`src/rtl/core/assert_macros.svh`:
```
`ifndef ASSERT_MACROS_SVH
`define ASSERT_MACROS_SVH
// ----------------------------------------------------------------------------
// Assertion macros
// Clocked on aclk, disabled while aresetn is low.
// ----------------------------------------------------------------------------

// same-cycle implication
`define SKOF_ASSERT_IMP(label, ante, cons, msg) \
    label: assert property (@(posedge aclk) disable iff (!aresetn) (ante) |-> (cons)) \
        else $error(msg);

// next-cycle implication
`define SKOF_ASSERT_NXT(label, ante, cons, msg) \
    label: assert property (@(posedge aclk) disable iff (!aresetn) (ante) |=> (cons)) \
        else $error(msg);

`endif

```
`src/rtl/core/skof_pkg.sv`:
```
// ----------------------------------------------------------------------------
// skof_pkg
// Types and constants for the scalar Kalman filter with outlier restart.
// ----------------------------------------------------------------------------
package skof_pkg;

    localparam int SAMPLE_FRAC_BITS = 16;
    localparam int GAIN_FRAC_BITS   = 30;

    localparam int DIV_STEPS = GAIN_FRAC_BITS + 1;
    localparam int DIV_CNT_W = $clog2(DIV_STEPS);

    localparam logic [31:0] ONE_Q30  = 32'(64'd1 << GAIN_FRAC_BITS);
    localparam logic [62:0] HALF_Q30 = 63'(64'd1 << (GAIN_FRAC_BITS - 1));

    localparam logic [30:0] LIMIT_RESET       = 31'(64'd1 << SAMPLE_FRAC_BITS);
    localparam logic [7:0]  COUNT_LIMIT_RESET = 8'd10;
    localparam logic [31:0] PROC_NOISE_RESET  = 32'd0;
    localparam logic [31:0] MEAS_NOISE_RESET  = 32'd53687091;

    typedef enum logic [1:0] {
        REG_OUTLIER_LIMIT = 2'd0,
        REG_COUNT_LIMIT   = 2'd1,
        REG_PROCESS_NOISE = 2'd2,
        REG_MEASURE_NOISE = 2'd3
    } reg_idx_t;

    typedef enum logic [3:0] {
        S_IDLE,
        S_CHECK,
        S_PREDICT,
        S_DEN,
        S_DIV,
        S_MUL_EST,
        S_RND_EST,
        S_UPDATE,
        S_DONE
    } state_t;

endpackage

```
`src/rtl/core/scalar_kalman_outlier_filter_top.sv`:
```
// ----------------------------------------------------------------------------
// scalar_kalman_outlier_filter_top
// Scalar Kalman filter on Q16.16 samples with outlier counting and restart.
// ----------------------------------------------------------------------------
// One sample word is taken at a time and one result word comes back for it.
// A sample goes through check, predict, denominator, divide, multiply, round,
// update and done, then back to idle; s_ready is low while a sample is in
// flight. The gain divide is a restoring divider that produces one quotient
// bit per cycle, 31 bits in all; the two multiplies share one 31x32
// multiplier. A finished result waits in the output register while the next
// sample is accepted; the sequencer holds in its last step only if that
// register is still full when the next result is ready. Registers sit on an
// APB-style port at byte offsets 0x0 (outlier limit, Q16.16, zero means 1.0),
// 0x4 (outlier count limit), 0x8 (process noise Q, Q2.30) and 0xC
// (measurement noise R, Q2.30); write them only while the block is idle.
`include "assert_macros.svh"

module scalar_kalman_outlier_filter_top (
    input  logic               aclk,
    input  logic               aresetn,

    input  logic               s_valid,
    output logic               s_ready,
    input  logic signed [31:0] s_sample,

    output logic               m_valid,
    input  logic               m_ready,
    output logic signed [31:0] m_estimate,
    output logic               m_restarted,
    output logic               m_outlier,

    input  logic               psel,
    input  logic               penable,
    input  logic               pwrite,
    input  logic [3:0]         paddr,
    input  logic [31:0]        pwdata,
    output logic [31:0]        prdata,
    output logic               pready
);
    import skof_pkg::*;

    // configuration
    logic [30:0] outlier_limit_reg;
    logic [7:0]  count_limit_reg;
    logic [31:0] process_noise_reg;
    logic [31:0] measure_noise_reg;

    // filter state
    state_t      state_reg, state_next;
    logic [31:0] est_reg, est_next;
    logic [31:0] cov_reg, cov_next;
    logic [7:0]  ocnt_reg, ocnt_next;

    // working registers
    logic [31:0]          sample_reg, sample_next;
    logic                 outl_reg, outl_next;
    logic                 rst_flag_reg, rst_flag_next;
    logic [31:0]          mag_reg, mag_next;
    logic                 neg_reg, neg_next;
    logic [31:0]          pp_reg, pp_next;
    logic [32:0]          den_reg, den_next;
    logic [32:0]          rem_reg, rem_next;
    logic [30:0]          gain_reg, gain_next;
    logic [DIV_CNT_W-1:0] div_cnt_reg, div_cnt_next;
    logic [62:0]          prod_reg, prod_next;
    logic [32:0]          delta_reg, delta_next;

    // output register
    logic        m_valid_reg, m_valid_next;
    logic [31:0] m_est_reg, m_est_next;
    logic        m_rst_reg, m_rst_next;
    logic        m_outl_reg, m_outl_next;

    logic        cfg_wr;
    logic [30:0] limit_eff;
    logic [32:0] diff;
    logic [32:0] diff_abs;
    logic        dev_over;
    logic [32:0] pq_sum;
    logic [33:0] trial;
    logic        trial_ge;
    logic [30:0] mul_a;
    logic [31:0] mul_b;
    logic [62:0] mul_p;
    logic [62:0] prod_rnd;
    logic [34:0] est_sum;
    logic [32:0] np;
    logic        out_free;

    assign pready = 1'b1;
    assign cfg_wr = psel && penable && pwrite && pready;

    // ---------------- configuration port ----------------
    always_ff @(posedge aclk) begin
        if (!aresetn) begin
            outlier_limit_reg <= LIMIT_RESET;
            count_limit_reg   <= COUNT_LIMIT_RESET;
            process_noise_reg <= PROC_NOISE_RESET;
            measure_noise_reg <= MEAS_NOISE_RESET;
        end else if (cfg_wr) begin
            unique case (reg_idx_t'(paddr[3:2]))
                REG_OUTLIER_LIMIT: outlier_limit_reg <= pwdata[30:0];
                REG_COUNT_LIMIT:   count_limit_reg   <= pwdata[7:0];
                REG_PROCESS_NOISE: process_noise_reg <= pwdata;
                REG_MEASURE_NOISE: measure_noise_reg <= pwdata;
                default: ;
            endcase
        end
    end

    always_comb begin
        unique case (reg_idx_t'(paddr[3:2]))
            REG_OUTLIER_LIMIT: prdata = {1'b0, outlier_limit_reg};
            REG_COUNT_LIMIT:   prdata = {24'd0, count_limit_reg};
            REG_PROCESS_NOISE: prdata = process_noise_reg;
            REG_MEASURE_NOISE: prdata = measure_noise_reg;
            default:           prdata = '0;
        endcase
    end

    // ---------------- shared datapath pieces ----------------
    assign limit_eff = (outlier_limit_reg == '0) ? LIMIT_RESET : outlier_limit_reg;

    // sample - estimate, exact in 33 bits
    assign diff     = {sample_reg[31], sample_reg} - {est_reg[31], est_reg};
    assign diff_abs = diff[32] ? (33'd0 - diff) : diff;
    assign dev_over = diff_abs > {2'b00, limit_eff};

    assign pq_sum = {1'b0, cov_reg} + {1'b0, process_noise_reg};

    // restoring divide step; first step compares pp itself
    assign trial    = (div_cnt_reg == '0) ? {1'b0, rem_reg} : {rem_reg, 1'b0};
    assign trial_ge = trial >= {1'b0, den_reg};

    // one multiplier for both blends
    assign mul_a = (state_reg == S_MUL_EST) ? gain_reg : (ONE_Q30[30:0] - gain_reg);
    assign mul_b = (state_reg == S_MUL_EST) ? mag_reg  : pp_reg;
    assign mul_p = 63'(mul_a) * 63'(mul_b);

    assign prod_rnd = prod_reg + HALF_Q30;
    assign est_sum  = neg_reg ? ({{3{est_reg[31]}}, est_reg} - {2'b00, delta_reg})
                              : ({{3{est_reg[31]}}, est_reg} + {2'b00, delta_reg});
    assign np       = prod_rnd[62:30];

    assign out_free = !m_valid_reg || m_ready;

    // ---------------- sequencer ----------------
    always_comb begin
        state_next    = state_reg;
        est_next      = est_reg;
        cov_next      = cov_reg;
        ocnt_next     = ocnt_reg;
        sample_next   = sample_reg;
        outl_next     = outl_reg;
        rst_flag_next = rst_flag_reg;
        mag_next      = mag_reg;
        neg_next      = neg_reg;
        pp_next       = pp_reg;
        den_next      = den_reg;
        rem_next      = rem_reg;
        gain_next     = gain_reg;
        div_cnt_next  = div_cnt_reg;
        prod_next     = prod_reg;
        delta_next    = delta_reg;
        m_valid_next  = m_valid_reg && !m_ready;
        m_est_next    = m_est_reg;
        m_rst_next    = m_rst_reg;
        m_outl_next   = m_outl_reg;
        s_ready       = 1'b0;

        unique case (state_reg)
            S_IDLE: begin
                s_ready = 1'b1;
                if (s_valid) begin
                    sample_next = s_sample;
                    state_next  = S_CHECK;
                end
            end
            S_CHECK: begin
                outl_next     = dev_over;
                rst_flag_next = 1'b0;
                if (dev_over) begin
                    if (ocnt_reg < count_limit_reg) begin
                        ocnt_next = ocnt_reg + 8'd1;
                    end else begin
                        est_next      = '0;
                        cov_next      = ONE_Q30;
                        ocnt_next     = '0;
                        rst_flag_next = 1'b1;
                    end
                end else begin
                    ocnt_next = '0;
                end
                state_next = S_PREDICT;
            end
            S_PREDICT: begin
                // estimate may have been cleared by a restart
                pp_next    = pq_sum[32] ? '1 : pq_sum[31:0];
                mag_next   = diff_abs[31:0];
                neg_next   = diff[32];
                state_next = S_DEN;
            end
            S_DEN: begin
                den_next     = {1'b0, pp_reg} + {1'b0, measure_noise_reg};
                rem_next     = {1'b0, pp_reg};
                gain_next    = '0;
                div_cnt_next = '0;
                state_next   = S_DIV;
            end
            S_DIV: begin
                rem_next = trial_ge ? 33'(trial - {1'b0, den_reg}) : trial[32:0];
                if (div_cnt_reg == DIV_CNT_W'(DIV_STEPS - 1)) begin
                    gain_next  = (den_reg == '0) ? '0 : {gain_reg[29:0], trial_ge};
                    state_next = S_MUL_EST;
                end else begin
                    gain_next    = {gain_reg[29:0], trial_ge};
                    div_cnt_next = div_cnt_reg + DIV_CNT_W'(1);
                end
            end
            S_MUL_EST: begin
                prod_next  = mul_p;
                state_next = S_RND_EST;
            end
            S_RND_EST: begin
                delta_next = prod_rnd[62:30];
                prod_next  = mul_p;
                state_next = S_UPDATE;
            end
            S_UPDATE: begin
                if ($signed(est_sum) > 35'sd2147483647) begin
                    est_next = 32'h7FFF_FFFF;
                end else if ($signed(est_sum) < -35'sd2147483648) begin
                    est_next = 32'h8000_0000;
                end else begin
                    est_next = est_sum[31:0];
                end
                cov_next   = np[32] ? '1 : np[31:0];
                state_next = S_DONE;
            end
            S_DONE: begin
                if (out_free) begin
                    m_valid_next = 1'b1;
                    m_est_next   = est_reg;
                    m_rst_next   = rst_flag_reg;
                    m_outl_next  = outl_reg;
                    state_next   = S_IDLE;
                end
            end
            default: state_next = S_IDLE;
        endcase
    end

    // control and filter state
    always_ff @(posedge aclk) begin
        if (!aresetn) begin
            state_reg   <= S_IDLE;
            est_reg     <= '0;
            cov_reg     <= ONE_Q30;
            ocnt_reg    <= '0;
            div_cnt_reg <= '0;
            m_valid_reg <= 1'b0;
        end else begin
            state_reg   <= state_next;
            est_reg     <= est_next;
            cov_reg     <= cov_next;
            ocnt_reg    <= ocnt_next;
            div_cnt_reg <= div_cnt_next;
            m_valid_reg <= m_valid_next;
        end
    end

    // payload
    always_ff @(posedge aclk) begin
        sample_reg   <= sample_next;
        outl_reg     <= outl_next;
        rst_flag_reg <= rst_flag_next;
        mag_reg      <= mag_next;
        neg_reg      <= neg_next;
        pp_reg       <= pp_next;
        den_reg      <= den_next;
        rem_reg      <= rem_next;
        gain_reg     <= gain_next;
        prod_reg     <= prod_next;
        delta_reg    <= delta_next;
        m_est_reg    <= m_est_next;
        m_rst_reg    <= m_rst_next;
        m_outl_reg   <= m_outl_next;
    end

    assign m_valid     = m_valid_reg;
    assign m_estimate  = m_est_reg;
    assign m_restarted = m_rst_reg;
    assign m_outlier   = m_outl_reg;

    // ---------------- assertions ----------------
    `SKOF_ASSERT_IMP(a_gain_le_one, state_reg == S_MUL_EST, gain_reg <= ONE_Q30[30:0], "gain above 1.0")
    `SKOF_ASSERT_IMP(a_restart_outlier, m_valid_reg && m_rst_reg, m_outl_reg, "restart without outlier")
    `SKOF_ASSERT_NXT(a_accept_starts, s_valid && s_ready, state_reg == S_CHECK, "accept did not start work")
    `SKOF_ASSERT_IMP(a_div_cnt_range, state_reg == S_DIV, div_cnt_reg <= DIV_CNT_W'(DIV_STEPS - 1), "divider step out of range")

endmodule
```
`config.mk`:
```
export PLATFORM = sky130hd
export DESIGN_NAME = scalar_kalman_outlier_filter_top
export DESIGN_NICKNAME = d
export VERILOG_FILES = /design/src/rtl/core/skof_pkg.sv /design/src/rtl/core/scalar_kalman_outlier_filter_top.sv
export VERILOG_INCLUDE_DIRS = /design/src /design/src/rtl/core
export SDC_FILE = /design/constraint.sdc
export NUM_CORES = 2
export LEC_CHECK = 0
export ABC_AREA = 1
export BUFFER_PORTS_ARGS = -buffer_cell sky130_fd_sc_hd__buf_4
export CORE_ASPECT_RATIO = 1.25
export CORE_MARGIN = 4
export CORE_UTILIZATION = 65
export CTS_BUF_LIST = sky130_fd_sc_hd__clkbuf_8
export DETAILED_ROUTE_END_ITERATION = 16
export GPL_TIMING_DRIVEN = 1
export PLACE_DENSITY = 0.92
export SETUP_SLACK_MARGIN = 0.5
export SLEW_MARGIN = 5
export SYNTH_ARGS = -nofsm -noshare
export SYNTH_HDL_FRONTEND = slang
export SYNTH_SLANG_ARGS = --single-unit
```
`constraint.sdc`:
```
create_clock -name aclk -period 21 [get_ports aclk]
set_clock_uncertainty 0.2 [all_clocks]
set_input_delay 4.2 -clock aclk [delete_from_list [all_inputs] [get_ports aclk]]
set_output_delay 4.2 -clock aclk [all_outputs]
set_load 0.05 [all_outputs]
```
# == Word-level counts from Yosys, hierarchy flattened ==
# Cells that the tools add are included.
# totals
reg_bits,511
latchBits,0
ram_bits,0
romBits,0
input_bits,75
output_inout_bits,69
word_cells,115
memories,0
# op_classes
add_sub_neg,11
multipliers,1
n_div,0
order_cmp,5
eq_ne,18
shifts,0
n_mux,33
bitwise_logic,0
reduce_logical,23
# op_table
op,n
$mux 32,8
$pmux 32 s2,2
$pmux 32 s4,1
$mux 31,4
$add 32x32->33,2
$mux 33,2
$pmux 33 s2,1
$add 63x30->63 const B,1
$mul 31x32->63,1
$pmux 31 s2,1
$pmux 4 s9,1
$add 32x34->35,1
$gt 35x32->1 const B,1
$lt 35x32->1 const B,1
$mux 35,1
$sub 32x34->35,1
$ge 34x33->1,1
$mux 34,1
$gt 33x31->1,1
$logic_not 33->1,1
$sub 1x33->33 const A,1
$sub 32x32->33,1
$sub 33x33->33,1
$logic_not 31->1,1
27 further kinds,54

# == Longest topological paths before layout ==
# logic_depth
depth_word,6
mapped_depth,44
mapped_depth_nobuf,44

# == Least setup slack after synthesis ==
# Ideal clock, no wire load.
# synth_timing
path_type,input-to-output
start,input port paddr[3]
end,output port prdata[1]
arrival_ps,5848
t_required_ps,16600
setup_slack_ps,10752
stages,3
n_path_buf,0
path_cell_list,nor2_1 -> clkinv_1 -> o21ai_0
# synth_between
elab_chain_len,2
elab_cells_between_ends,5
classes_between,eq/ne: 3; mux: 1; reduce/logical: 1
# synth_rtl
element,line_no,rtl
start: declaration,scalar_kalman_outlier_filter_top.sv:35,"input logic [3:0] paddr,"
"$eq 2x2->1, or another cell as far along",scalar_kalman_outlier_filter_top.sv:112,unique case (reg_idx_t'(paddr[3:2]))
$pmux 32 s4 *,scalar_kalman_outlier_filter_top.sv:112,
end: declaration,scalar_kalman_outlier_filter_top.sv:37,"output logic [31:0] prdata,"
# Mark *: on every way between the ends. The rest lies on a longest branch, timed or not.

# == Worst setup path after layout ==
# layout_timing
start,register gain_reg[0]
end,"register prod_reg[54], data pin"
# layout_between
elab_chain_len,3
# layout_rtl
element,line_no,rtl
start: declaration,scalar_kalman_outlier_filter_top.sv:63,"logic [30:0] gain_reg, gain_next;"
start signal: assignment,scalar_kalman_outlier_filter_top.sv:282,gain_reg <= gain_next;
$sub 31x31->31,scalar_kalman_outlier_filter_top.sv:136,assign mul_a = (state_reg == S_MUL_EST) ? gain_reg : (ONE_Q30[30:0] - gain_reg);
$mux 31 *,scalar_kalman_outlier_filter_top.sv:136,
$mul 31x32->63 *,scalar_kalman_outlier_filter_top.sv:138,assign mul_p = 63'(mul_a) * 63'(mul_b);
net mul_p[54],scalar_kalman_outlier_filter_top.sv:84,logic [62:0] mul_p;
end signal: assignment,scalar_kalman_outlier_filter_top.sv:283,prod_reg <= prod_next;
end: declaration,scalar_kalman_outlier_filter_top.sv:65,"logic [62:0] prod_reg, prod_next;"
# The timed path passes the listed nets; every way through them passes the cells marked *.
# A chain may end at the register's enable or synchronous reset.

==> results.toml <==
[status]
status = "finished, violations left"
violations = "DRC"

[setup_path]
cp-startpoint = "gain_reg[0]"
path_buf_inv = 6
rr_startpoint = "gain_reg[0]"
critPathKind = "reg -> reg"
cp-start-kind = "flop"
cp-endpoint = "prod_reg[54]"
cpMostUsedCell = "fa_1"
r2r_slack_ns = 9.08
path_max_fanout = 20
cp.required_ns = 21.37
slowest_stage = "xor2_2"
critPathTopFamily = "adder cells"
reg2reg_depth = 35
crit_arrival_ns = 12.29
worst_r2r_endpoint = "prod_reg[54]"
max_stage_delay_ns = 1.06
endpoint_kind = "flop"
crit_cells = 35

[clock_tree]
clock-root-buffer = "clkbuf_8"
h-tree-depth = 3
clk_latency_ns = 0.74
cts_buffer_depth = 3
clkTransAtPathRegs_ns = 0.06
ctsHoldBuffers = 0
post_cts_resized = 0
cts_setup_buffers = 0
cts_made_buffers = 79
clock-sinks = 482
cts_tree = "yes"

[grt]
antenna_found_initial = 10
grt_pass1_vias = 59193
grt_overflow = 0
grt_max_degree = 70
track_usage_pct = 44.15
grt_pass1_wl_um = 338700

[sta]
max_freq_mhz = 83.93
fin_crit_ns = 11.92
setup_viol = 0
worst_slack_ns = 9.085
finalSetupTns_ns = 0
drv_slew = 0
worst_pin_slew_ns = 1.388
hold_viol = 0
rsz0062_at_grt = "no"
slew-limit-headroom_pct = 7.365
post-route-period-util_pct = 56.74

[placement]
dp_hpwl_um = 171700
dpl.cell_count = 9225
gp_congestion = 1.106
place_ws_ns = 9.834
port_buffers = 140

[route]
avgRoutedWirePerCell_um = 23.72
vias = 57301
viasPerCell = 6.102
drc_errors = 2
drtIter0Drc = 6187
firstDrtPassIters = 14
postRouteAntennaNets = 0
wl_um = 222800

[synthesis]
syn_inst = 7969
synthArstFlopShare_pct = 0
ys_warn_count = 0
synthFlopType = "edfxtp_1"
ys_seq_area_share_pct = 19.91
synth_cell_type_count = 66
synth-edff-count = 297
synth-seq-cells = 482
syn_nets = 9376
synth.largest_area_cell = "fa_1"
netlist_area_um2 = 63380
synth_top_area_share_pct = 27.48
syn_avg_cell_area_um2 = 7.954
synth_area_leaders = "fa_1 27%, edfxtp_1 14%, nand2_1 9.9%"

[final_layout]
largest_reg_flops = 34
utilization_pct = 69.88
area_delta_synth_final_pct = 6.165
layout-drive-gt1-share_pct = 6.646
final_common_cell = "nand2_1"
fillCellCount = 7474
nets = 9423
final-instance-count-excl-fill = 9391
final_cell_mix = "1,677 x nand2_1, 1,540 x inv_1, 905 x nor2_1"

[run]
maxCapViolations = 0

[die]
initial_core_util_pct = 65.82
die_h_um = 357.1
rows = 127
ios = 144
die_w_um = 287.3
die_area_um2 = 102600
coreArea_um2 = 96290

[hold_path]
worst_hold_path_type = "reg -> reg"
==> worst register-to-register path: cells and delay by family, from the launching register on <==
family / cells / cell delay (ns)
buffers and inverters: 6 / 1.51
and+or+nand+nor: 17 / 2.84
xor gates and xnor gates: 2 / 1.26
adders and majority gates: 9 / 4.77
DFF: 1 / 0.77
AOI/OAI and AO/OA: 1 / 0.43
==> per-stage QoR <==
step,cell area [µm²],hold slack (ns)
6_report,67290,0.2325
3_5_place_dp,65680,0.2081
4_1_cts,67240,0.2400
2_1_floorplan,63380,0.2003
5_1_grt,67240,0.2530
3_3_place_gp,65680,0.2251
==> synthesized netlist by cell type, drive strengths merged (2+ instances only) <==
library cell  instances
nand2              1694
inv                1537
nor2                921
fa                  870
ha                  462
a21oi               441
o21ai               402
edfxtp              297
nand3               259
clkbuf              225
dfxtp               185
xor2                158
xnor2                86
nor3                 72
nand4                54
o211ai               44
nor4                 39
buf                  35
o21a                 30
clkinv               20
a31oi                19
or2                  16
a21boi               15
nand3b               15
o21bai               13
a21o                 11
o2111ai               8
a211oi                7
o221ai                4
o22ai                 4
a2111oi               3
a41oi                 3
o31ai                 3
a31o                  2
and3                  2
nor3b                 2
o311ai                2
==> per-layer routing <==
metal | GRT usage (%) | wire (µm) | part of all wire (%) | vias to the layer above
li1 | - | - | - | 24881
met4 | 40.62 | 27910 | 13 | 8
met5 | 0.3774 | 93 | 0.042 | -
met3 | 15.37 | 26290 | 12 | 1559
met1 | 46.85 | 69780 | 31 | 26797
met2 | 68.95 | 98690 | 44 | 4056
==> final cells by class <==
class                   count  area, µm²  area share [%]
flip-flops and latches    482      12620           18.76
multi-input cells        5670      43900           65.24
inverters                1557       5848           8.691
clock inverters            61      399.1          0.5931
diodes                     21      52.55         0.07809
well taps                1290       1614           2.399
clock buffers              84       1156           1.718
repair buffers            226       1697           2.521
==> cells by family (layout without fill, tap and decap cells) <==
group	Yosys count	count (layout)	share of synthesized area [%]
AO/OA/AOI/OAI	1016	1016	9.007
flip-flops	482	482	19.91
AND/OR/NAND/NOR	3077	3077	20.09
adder cells (fa/ha/maj)	1332	1332	36.60
buffers and inverters	1817	1928	10.99
XOR/XNOR	244	244	3.395
other	1	22	0.005916
==> how the worst min path moves through the flow <==
| stage | cells after the start | endpoint | slack, ns | start |
|---|---|---|---|---|
| 2_1_floorplan | 0 | m_outlier | 0.20 | outl_reg |
| 6_report | 0 | m_restarted | 0.23 | rst_flag_reg |
| 5_1_grt | 0 | m_outlier | 0.25 | outl_reg |
| 4_1_cts | 0 | m_restarted | 0.24 | rst_flag_reg |
| 3_5_place_dp | 0 | m_outlier | 0.21 | outl_reg |
| 3_3_place_gp | 0 | m_restarted | 0.23 | rst_flag_reg |
Power is not shown: default switching activity piles up to over one toggle a cycle in this logic, so the estimate is an artifact.
